<file path="config.mk">
export PLATFORM = sky130hd
export DESIGN_NAME = lpx_fifo
export DESIGN_NICKNAME = d
export VERILOG_FILES = /design/src/lpx_pkg.sv /design/src/lpx_fifo.sv
export SDC_FILE = /design/constraint.sdc
export NUM_CORES = 1
export LEC_CHECK = 0
export ABC_AREA = 1
export BUFFER_PORTS_ARGS = -buffer_cell sky130_fd_sc_hd__buf_4
export CAP_MARGIN = 20
export CORE_ASPECT_RATIO = 1.4
export CORE_MARGIN = 2
export CORE_UTILIZATION = 35
export DETAILED_ROUTE_END_ITERATION = 16
export PLACE_DENSITY = 0.6
export SYNTH_ARGS = -nofsm -noshare
export SYNTH_HDL_FRONTEND = slang
export SYNTH_SLANG_ARGS = --single-unit
export TNS_END_PERCENT = 5
</file>
<file path="constraint.sdc">
create_clock -name clk_i -period 9.65 [get_ports clk_i]
set_clock_uncertainty 0.1 [all_clocks]
set_input_delay 0.4825 -clock clk_i [delete_from_list [all_inputs] [get_ports clk_i]]
set_output_delay 0.4825 -clock clk_i [all_outputs]
set_load 0.05 [all_outputs]
</file>
<file path="src/lpx_pkg.sv">
package lpx_pkg;

  localparam int HalfTapsDef = 127;
  localparam int ChannelsDef = 2;

  localparam int SampleW  = 24;
  localparam int CoefW    = 18;
  localparam int IdxW     = 7;
  localparam int InDataW  = 56;
  localparam int OutDataW = 80;

  localparam logic signed [CoefW-1:0] Unity = 18'sd65536;

  typedef enum logic {
    CMD_SAMPLE,
    CMD_COEF
  } cmd_e;

  typedef struct packed {
    cmd_e                      kind;
    logic                      channel;
    logic signed [SampleW-1:0] sample;
    logic                      filt;
    logic [IdxW-1:0]           idx;
    logic signed [CoefW-1:0]   value;
  } cmd_t;

  typedef struct packed {
    logic clearing;
  } be_status_t;

endpackage

</file>
<file path="src/lpx_fifo.sv">
module lpx_fifo (
  input  logic          clk_i,
  input  logic          rst_ni,
  input  logic          push_i,
  input  lpx_pkg::cmd_t data_i,
  output logic          full_o,
  output logic          valid_o,
  input  logic          pop_i,
  output lpx_pkg::cmd_t data_o
);
  import lpx_pkg::*;

  cmd_t       mem_q [2];
  logic       wr_q, wr_d;
  logic       rd_q, rd_d;
  logic [1:0] cnt_q, cnt_d;
  logic       do_push, do_pop;

  assign full_o  = (cnt_q == 2'd2);
  assign valid_o = (cnt_q != 2'd0);
  assign data_o  = mem_q[rd_q];
  assign do_push = push_i && !full_o;
  assign do_pop  = pop_i && valid_o;

  always_comb begin
    wr_d  = do_push ? ~wr_q : wr_q;
    rd_d  = do_pop ? ~rd_q : rd_q;
    cnt_d = cnt_q + 2'(do_push) - 2'(do_pop);
  end

  always_ff @(posedge clk_i or negedge rst_ni) begin
    if (!rst_ni) begin
      wr_q  <= 1'b0;
      rd_q  <= 1'b0;
      cnt_q <= 2'd0;
    end else begin
      wr_q  <= wr_d;
      rd_q  <= rd_d;
      cnt_q <= cnt_d;
    end
  end

  always_ff @(posedge clk_i) begin
    if (do_push) begin
      mem_q[wr_q] <= data_i;
    end
  end

endmodule

</file>
# Word-level counts from Yosys, hierarchy flattened
# Memories as Yosys holds them, arrays and structs flattened.
# Cells that the tools add are included.
dict set report op_classes {
  add_sub_neg 2
  n_eq_ne 1
  n_mux 2
  n_bitwise 2
  reduce_logical 4
}
# cell n
set ops {}
lappend ops {{$add A2 B1 Y2} 1}
lappend ops {{$eq A2 B2 Y1 const B} 1}
lappend ops {{$logic_and A1 B1 Y1} 2}
lappend ops {{$mux W1} 2}
lappend ops {{$not A1 Y1} 2}
lappend ops {{$reduce_bool A2 Y1} 1}
lappend ops {{$sub A2 B1 Y2} 1}
lappend ops {{$logic_not A1 Y1} 1}
dict set report word_totals {
  regBits 4
  ram_bits 104
  output_inout_bits 54
  word_cells 15
  memories 1
}
# memory words width read_ports rd_clocked_by_memory_dff write_ports line_no
set memory_table {}
lappend memory_table {mem_q 2 52 1 0 1 lpx_fifo.sv:13} ;# cmd_t mem_q [2];

# Depth between registers and ports, before layout
# Gate-level depths: netlist of run 1.
dict set report logic_depth {
  ltp_word 5
  ltp_mapped 10
  depth_no_buf 10
}

# Worst setup path after synthesis of run 1
# Ideal clock, no wire load.
dict set report synth_path {
  path_kind {input -> register}
  startpoint {input port push_i}
  endpoint {memory mem_q[1][0] (netlist name), enable pin}
  setup_ps 462
  arrival_time_ps 2746
  setup_slack_ps 6343
  path_stages 2
  cell_sequence {nand2_1 -> nor2_1}
}
dict set report synth_between {
  elab_chain_cells 3
}
# item line_no
set synth_lines {}
lappend synth_lines {{from (decl)} lpx_fifo.sv:4} ;# input logic push_i,
lappend synth_lines {{$logic_and A1 B1 Y1} lpx_fifo.sv:22} ;# assign do_push = push_i && !full_o;
lappend synth_lines {{$mux W1} lpx_fifo.sv:44} ;# if (do_push) begin
lappend synth_lines {{$mux W1 (not written as such)} lpx_fifo.sv:45} ;# mem_q[wr_q] <= data_i;
lappend synth_lines {{to (decl)} lpx_fifo.sv:13}
# Every way passes these cells.

==> summary.md, run 1 <==
| Metric | Value |
|---|---|
| Status | finished, final reports clean |
| Starting Density | 0.359 |
| Worst EP required | 9.07 ns |
| Sequential share of power | 0.358 |
| Detail Route Antenna Nets | 0 |
| RSZ-0062 raised after global routing | no |
| DRT iter0 DRCs | 102 |
| First-pass GRT wire length | 12300 um |
| R2R Setup Slk | 7.75 ns |
| Most numerous cell in the Yosys netlist | nand2_1 |
| H-tree depth | 3 |
| RR Endpoint | rd_q |
| Die W | 94.9 um |
| Total number of vias | 2475 |
| Distinct cells, synth | 10 |
| Combinational fraction of design power | 0.451 |
| Die height | 131 um |
| Slew @ Worst Pin | 1.04 ns |
| Post-CTS Setup Inserts | 0 |
| CTS Buffer Depth | 2 |
| Synth Flop Type | edfxtp_1 |
| Post-synthesis register bit count | 108 |
| WHS Path Cells | 1 |
| Net Count, Synth | 362 |
| Hold buffers post-CTS | 1 |
| FP Rows | 46 |
| Fin util | 0.469 |
| Setup crit end kind | output pin |
| Post-synth EDFFs | 104 |
| Routed wire per std cell | 14.1 um |
| Gr usage total | 0.132 |
| Initial DRT Pass Iterations | 4 |
| Hold WS | 0.227 ns |
| Leakage | 2.28 nW |
| Synth Warn # | 0 |
| Hold wc startpoint | data_i[47] |
| Fmax | 0.356 GHz |
| Hold Path Class | in -> reg |
| Drc violations | 0 |
| Area contributors post-synth | edfxtp_1, nand2_1, dfrtp_1, buf_6, buf_4 |
| ANT cells | 0 |
| CP Launch Type | register |
| Setup violators final | 0 |
| Final Critical Period | 2.81 ns |
| Fin. max-slew vios | 0 |
| Total grt overflow | 0 |
| Setup CP Type | reg -> out |
| Count of final hold-check violations | 0 |
| Port Buffers | 109 |
| Crit path DAT | 2.22 ns |
| Power per Cell Area | 370 nW/um^2 |
| Antenna violations before repair | 0 |
| Insertion delay to the later sink of the worst-skew pair | 0.34 ns |
| Setup TNS | 0 ns |
| Vias in the first global route | 2494 |
| Share of layout cells above drive strength 1 | 0.309 |
| I/O pin count | 110 |
| Post-Synthesis Cells | 304 |
| Avg Synthesized Cell Area | 13.3 um^2 |
| Slew HR | 0.305 |
| Fillers | 1033 |
| Synthesized area | 4050 um^2 |
| Core Area | 11300 um^2 |
| Hold Path End | mem_q[1][47] |
| Drt total wl | 7960 um |
| Psw | 0.000866 W |
| CTS Root Cell | clkbuf_16 |
| Via/cell ratio | 4.38 |
| Final Wtd Congestion | 0.716 |
| Final worst-path cycle share | 0.291 |
| Layout area overhead | 30.7% |
| TritonCTS clock tree | yes |
| VDD IR-drop max | 156 uV |
| Reg2Reg Launch Point | rd_q |
| Post_cts resized | 0 |
| Clock power frac | 0.191 |
| Sw frac | 0.442 |
| Area leader, netlist | edfxtp_1 |
| Post-detail-place hpwl | 5030 um |
| Clock sink count | 108 |
| CP max FO | 54 |
| Ys async rst share | 0.0370 |
| CTS buffer count | 9 |
| Worst-path clk slew | 0.07 ns |
| Sequential share of the synthesized area | 0.796 |
| Yosys top cell area share | 0.771 |
| Cell depth of the worst flop-to-flop path | 3 |
| Layout Nets | 474 |
| Die area | 12500 um^2 |
| Pint | 0.00109 W |
| Most common library cells after synthesis | nand2_1, edfxtp_1, inv_1 |
| Largest net degree at the start of global routing | 55 |
| Max_cap viols | 0 |
==> kinds of logic after synthesis <==
kind of cell  count (synthesis)  synth area share
flops                       108             0.796
buf+inv                      21            0.0365
simple gates                173             0.161
fa+ha+maj                     2           0.00618
==> power by group through the flow <==
| stage | clock (W) | sequential, W | combinational (W) |
|---|---|---|---|
| 2_1_floorplan | 0 | 0.000674 | 0.000678 |
| 3_3_place_gp | 0 | 0.000709 | 0.000890 |
| 3_5_place_dp | 0 | 0.000714 | 0.000898 |
| 4_1_cts | 0.000384 | 0.000704 | 0.000900 |
| 5_1_grt | 0.000400 | 0.000716 | 0.000939 |
| 6_report | 0.000373 | 0.000701 | 0.000883 |
==> how the worst max path moves through the flow <==
| stage | from | endpoint | depth (start not counted) |
|---|---|---|---|
| floorplan | push_i | mem_q[1][0] | 2 |
| global placement | rd_q | data_o[10] | 4 |
| detailed placement | rd_q | data_o[26] | 4 |
| CTS | rd_q | data_o[26] | 4 |
| global route | rd_q | data_o[26] | 4 |
| finish | rd_q | data_o[26] | 4 |
==> placed cells by master, fill, tap and decap left out <==
cell | Yosys | layout
nand2_1 | 169 | 169
bufinv_16 | 0 | 1
inv_1 | 9 | 8
ha_1 | 2 | 2
clkbuf_16 | 0 | 9
edfxtp_1 | 104 | 104
dlygate4sd3_1 | 0 | 1
nand3_1 | 3 | 3
nor2_4 | 0 | 1
clkinv_4 | 0 | 1
clkinv_2 | 0 | 1
dfrtp_1 | 4 | 3
inv_6 | 1 | 1
clkbuf_1 | 0 | 1
dfrtp_2 | 0 | 1
clkbuf_8 | 0 | 3
buf_4 | 5 | 111
inv_2 | 0 | 1
==> worst max-delay path: stages (launching register included) <==
cell     delay (ns)
dfrtp_2        1.06
inv_6          0.36
nand2_1        0.17
nand2_1        0.09
buf_4          0.20
==> area by class of cell <==
| cell class | count | area (um^2) | area share |
|---|---|---|---|
| clock buffer | 13 | 270 | 0.0511 |
| clock inverter | 3 | 43.8 | 0.00828 |
| inverter | 10 | 42.5 | 0.00804 |
| multi-input combinational | 175 | 686 | 0.130 |
| sequential | 108 | 3220 | 0.610 |
| tap | 144 | 180 | 0.0341 |
| timing repair buffer | 112 | 843 | 0.159 |
==> registers in the layout, indices dropped and copies added (netlist names) <==
| name | flops |
|---|---|
| rd_q | 1 |
| cnt_q | 2 |
| mem_q | 104 |
| wr_q | 1 |
==> metal layers <==
metal | part of all wire | vias to the layer above | global-route usage
met4 | 0.031 | 0 | 0.0821
met3 | 0.045 | 12 | 0.0218
li1 | - | 1234 | -
met1 | 0.38 | 1165 | 0.145
met2 | 0.54 | 64 | 0.232
met5 | 0 | - | 0
==> through the flow <==
| step | std cells | total power (W) | instance area (um^2) | setup slack, ns |
|---|---|---|---|---|
| finish | 565 | 0.00196 | 5290 | 6.84 |
| global route | 565 | 0.00206 | 5290 | 6.61 |
| CTS | 565 | 0.00199 | 5290 | 6.74 |
| detailed placement | 548 | 0.00161 | 4970 | 7.11 |
| global placement | 548 | 0.00160 | 4970 | 7.15 |
| floorplan | 304 | 0.00135 | 4050 | 6.34 |
Note: power is estimated with default switching activity, not from simulation.
==> run 2: changes to the inputs <==
ABC_AREA = 0   (was 1)
clock period = 2.7 ns   (was 9.65 ns; I/O delays follow)
==> run 2 against run 1 <==
Global-route usage shrank 1.3 points. Worst setup slack lost 6.4 ns. Critical path depth shrank 1.
==> summary.md, run 2 <==
| Metric | Value |
|---|---|
| Status | finished, final reports clean |
| Largest regs | mem_q (104), cnt_q (2) |
| Setup violators final | 0 |
| Tot Pwr | 0.00685 W |
| Setup CP Type | reg -> out |
| Post-synth EDFFs | 104 |
| Setup TNS | 0 ns |
| Commonest non-fill, non-tap cell in the layout | buf_4 |
| Worst EP required | 2.47 ns |
| CTS buffer count | 9 |
| Max_cap viols | 0 |
| RR Endpoint | cnt_q[1] |
| TritonCTS clock tree | yes |
| Area leader, netlist | edfxtp_1 |
| Most common library cells after synthesis | edfxtp_1, mux2_4, buf_6 |
| Post-synthesis register bit count | 108 |
| R2R Setup Slk | 0.93 ns |
| Total number of vias | 2170 |
| Most numerous cell in the Yosys netlist | edfxtp_1 |
| Hold buffers post-CTS | 54 |
| Post-Synth Adder-Cell Area | 0.00601 |
| Insertion delay to the later sink of the worst-skew pair | 0.33 ns |
| Final Wtd Congestion | 0.671 |
| Detail Route Antenna Nets | 0 |
| Avg Synthesized Cell Area | 23.1 um^2 |
| FP Rows | 47 |
| Slowest-stage cell, CP | dfrtp_4 |
| Total grt overflow | 0 |
| Cell depth of the worst flop-to-flop path | 7 |
| VDD IR-drop max | 757 uV |
| Port Buffers | 109 |
| Simple-Gate Fraction of Synth Area | 0.00842 |
| ANT cells | 0 |
| CP Launch Type | register |
| Yosys top cell area share | 0.750 |
| CTS Buffer Depth | 2 |
| Final Critical Period | 2.25 ns |
| I/O pin count | 110 |
| Slew @ Worst Pin | 0.697 ns |
| CP Cell Sequence | buf_12 > mux2_4 > buf_4 |
| Crit-path max cell delay | 0.88 ns |
| Die height | 133 um |
| Vias in the first global route | 2262 |
| Clock sink count | 108 |
| Synthesized area | 4160 um^2 |
| Hold Path Class | in -> async |
| Initial DRT Pass Iterations | 4 |
| Crit path from | rd_q |
| Main combinational cell family by area after synthesis | multiplexers |
| Final worst-path cycle share | 0.833 |
| H-tree depth | 3 |
| Commonest non-fill, non-tap cells in the layout | buf_4, edfxtp_1, dlygate4sd3_1, mux2_4, clkbuf_16 |
| Power per Cell Area | 1150 nW/um^2 |
| Starting Density | 0.356 |
| Die area | 12800 um^2 |
| Via/cell ratio | 4.31 |
| Fmax | 0.445 GHz |
| Largest net degree at the start of global routing | 38 |
| Reg2Reg Launch Point | cnt_q[1] |
| Area contributors post-synth | edfxtp_1, mux2_4, dfrtp_1, buf_6, mux2_2 |
| Post-detail-place hpwl | 4790 um |
| Drt total wl | 7420 um |
| Distinct cells, synth | 15 |
| Synth Warn # | 0 |
| Max FFs per register | 104 |
| XOR/XNOR Fraction of Synth Area | 0.00842 |
| Fin. max-slew vios | 0 |
| DRT iter0 DRCs | 100 |
| CTS Root Cell | clkbuf_16 |
| Share of layout cells above drive strength 1 | 0.513 |
| Gr usage total | 0.120 |
| Post_cts resized | 0 |
| Ys async rst share | 0.0370 |
| First-pass GRT wire length | 11200 um |
| Layout Nets | 411 |
| Buf/Inv on CP | 2 |
| Layout area overhead | 43.2% |
| Synth Flop Type | edfxtp_1 |
| Setup crit end kind | output pin |
| Post-CTS Setup Inserts | 0 |
| Drc violations | 0 |
| Synth Area in Compound Gates | 0 |
| Routed wire per std cell | 14.7 um |
| Slew HR | 0.536 |
| Post-synthesis mux area share | 0.185 |
| Crit path DAT | 2.01 ns |
| Leakage | 2.39 nW |
| Die W | 96.2 um |
| Count of final hold-check violations | 0 |
| Sequential share of the synthesized area | 0.774 |
| Core Area | 11700 um^2 |
| Net Count, Synth | 238 |
| Antenna violations before repair | 0 |
| CP max FO | 37 |
| Critical path's top delay family | flip-flops |
| RSZ-0062 raised after global routing | no |
| Post-Synthesis Cells | 180 |
| Worst-path clk slew | 0.06 ns |
| Largest register by flop count | mem_q |
run 2: cell types whose count changed after synthesis, moves of 3 or more:
cell	change
nand2_1	-168
mux2_2	+3
nand3_1	-3
buf_4	-5
inv_1	-7
mux2_4	+49
xnor2_1	+3
run 2: area by class of cell:
class | instances | area, um^2
clock buffers | 10 | 229
clock inverters | 5 | 30.0
fillers | 989 | 5740
inverters | 2 | 7.51
multi-input cells | 64 | 873
flip-flops and latches | 108 | 3230
well taps | 147 | 184
repair buffers | 168 | 1410
run 2: kinds of logic (layout without fill, tap and decap cells):
kind of cell  count (synthesis)  count (layout)
flops                       108             108
mux                          52              52
buf+inv                       8             185
simple gates                  6               6
xor+xnor                      4               4
fa+ha+maj                     2               2
run 2: how the worst max path moves through the flow:
stage	endpoint	cells past startpoint
after detailed placement	data_o[41]	3
final	data_o[41]	3
after floorplan	mem_q[0][0]	3
after global placement	data_o[41]	3
after CTS	data_o[41]	3
after global routing	data_o[41]	3
run 2: through the flow:
step	utilization	cells	hold slack, ns	area, um^2	setup slack, ns
6_report	0.509	504	0.0261	5960	0.452
3_5_place_dp	0.441	435	-0.163	5160	0.764
4_1_cts	0.509	504	0.0102	5960	0.394
3_3_place_gp	0.441	435	-0.163	5160	0.776
5_1_grt	0.509	504	0.0299	5960	0.353
2_1_floorplan	-	180	-0.261	4170	0.235
run 2: power by group:
group | internal [W] | switching (W) | leakage (nW)
clock | 0.000615 | 0.000537 | 0.126
combinational | 0.00124 | 0.00191 | 1.25
sequential | 0.00230 | 0.000251 | 1.01
run 2: metal layers:
layer,global-route usage,up-vias,routed length [um]
li1,-,1045,-
met4,0.0524,0,112
met3,0.0308,6,380
met1,0.132,1060,2830
met5,0,-,0
met2,0.211,59,4100
==> run 3: changes to the inputs <==
ABC_AREA = 1   (was 0)
PLACE_DENSITY = 0.62   (was 0.6)
clock period = 1.9 ns   (was 2.7 ns; I/O delays follow)
==> run 3 against run 2 <==
Highest routed layer unchanged. Die area down 2.6%. Sequential power up 34%. Worst setup slack worse by 0.38 ns. Largest power group unchanged.
==> summary.md, run 3 (synthesis gave the netlist of run 1 again) <==
| Metric | Value |
|---|---|
| Total grt overflow | 0 |
| First-pass GRT wire length | 12800 um |
| DRT iter0 DRCs | 104 |
| Worst EP required | 1.70 ns |
| Slowest-stage cell, CP | dfrtp_2 |
| TritonCTS clock tree | yes |
| Setup crit end kind | output pin |
| Sequential Area | 3220 um^2 |
| RSZ-0062 raised after global routing | yes |
| Clock sink count | 108 |
| Setup CP Type | reg -> out |
| Setup violators final | 0 |
| VDD IR-drop max | 709 uV |
| Status | finished, final reports clean |
| Largest register by flop count | mem_q |
| Drt total wl | 8210 um |
| Insertion delay to the later sink of the worst-skew pair | 0.32 ns |
| Starting Density | 0.359 |
| Final worst-path cycle share | 0.964 |
| Final Critical Period | 1.83 ns |
| Fmax | 0.546 GHz |
| Multi-input gate area | 686 um^2 |
| Largest regs | mem_q (104), cnt_q (2) |
| Gr usage total | 0.134 |
| H-tree depth | 3 |
| Die height | 131 um |
| Fin. max-slew vios | 0 |
| Layout Nets | 532 |
| CP max FO | 24 |
| Port Buffers | 109 |
| ANT cells | 0 |
| CP Launch Type | register |
| Die W | 94.9 um |
| FP Rows | 46 |
| Slew @ Worst Pin | 0.395 ns |
| CP Cell Sequence | buf_4 > nand2_1 > nand2_1 > buf_4 |
| Detail Route Antenna Nets | 0 |
| Routed wire per std cell | 13.2 um |
| Via/cell ratio | 4.33 |
| Layout area overhead | 44.7% |
| Non-Filler Instances | 623 |
| I/O pin count | 110 |
| Core Area | 11300 um^2 |
| Largest net degree at the start of global routing | 54 |
| Commonest non-fill, non-tap cells in the layout | nand2_1, buf_4, edfxtp_1, dlygate4sd3_1, clkbuf_16 |
| Power per Cell Area | 1700 nW/um^2 |
| Slew HR | 0.736 |
| Setup TNS | 0 ns |
| Initial DRT Pass Iterations | 4 |
| CTS Buffer Depth | 2 |
| Count of final hold-check violations | 0 |
| Worst-path clk slew | 0.07 ns |
| Drc violations | 0 |
| DP Cell Count | 551 |
| Die area | 12500 um^2 |
| Antenna violations before repair | 0 |
| Post-detail-place hpwl | 5210 um |
| Hold Path Class | reg -> reg |
| Commonest non-fill, non-tap cell in the layout | nand2_1 |
| Share of layout cells above drive strength 1 | 0.271 |
| Total number of vias | 2698 |
| Max_cap viols | 0 |
| Vias in the first global route | 2675 |
| Fillers | 1007 |
| Crit path DAT | 1.64 ns |
| Crit-path max cell delay | 0.56 ns |
| CTS buffer count | 9 |
| Leakage | 2.51 nW |
| Post-CTS Setup Inserts | 0 |
| Final Wtd Congestion | 0.711 |
| CTS Root Cell | clkbuf_16 |
| Max FFs per register | 104 |
run 3: final timing paths:
| kind | cells after the start | startpoint | slack, ns | endpoint |
|---|---|---|---|---|
| worst max-delay path | 4 | rd_q | 0.07 | data_o[31] |
| worst min-delay path | 2 | wr_q | 0.37 | wr_q |
| worst max register to register | 9 | cnt_q[0] | 0.37 | cnt_q[1] |
| worst min register to register | 2 | wr_q | 0.37 | wr_q |
| max in group asynchronous | 3 | rst_ni | 0.91 | rd_q |
| min in group asynchronous | 3 | rst_ni | 0.59 | rd_q |
run 3: where the power goes:
part	internal, W	switching (W)	leakage (nW)	total (W)
Clock	0.00102	0.000753	0.134	0.00177
Sequential	0.00325	0.000176	1.01	0.00342
Combinational	0.00130	0.00350	1.36	0.00479
run 3: metal layers:
layer  up-vias  global-route usage  share of wire
li1       1352                   -              -
met1      1276               0.160           0.41
met2        61               0.235           0.54
met3         9              0.0252          0.038
met4         0              0.0507          0.016
met5         -                   0              0
run 3: final cells by class:
| type | instances | share of cell area |
|---|---|---|
| clock inverter | 4 | 0.00854 |
| inverter | 10 | 0.00726 |
| timing repair buffer | 170 | 0.246 |
| sequential | 108 | 0.550 |
| tap | 144 | 0.0307 |
| multi-input combinational | 175 | 0.117 |
| clock buffer | 12 | 0.0404 |
run 3: stage by stage:
step	hold slack, ns	total power (W)	util	worst slack [ns]	instance area, um^2
floorplan	-0.301	0.00686	-	-0.193	4060
global placement	-0.200	0.00819	0.444	0.396	5010
detailed placement	-0.201	0.00824	0.444	0.374	5010
CTS	0.373	0.0101	0.520	0.0188	5860
global route	0.374	0.0105	0.520	-0.0746	5860
finish	0.374	0.00999	0.520	0.0689	5860
run 3: worst max-delay path, delay by kind of cell, from the launching register on:
kind                   cells  cell delay (ns)
AND/OR/NAND/NOR            2             0.19
flip-flops                 1             0.56
buffers and inverters      2             0.54
run 3: what timing repair did:
action	in CTS	in global routing
hold endpoints to repair	110	0
hold buffers	56	0
endpoints found under the setup margin	0	44
gates resized for setup	0	0
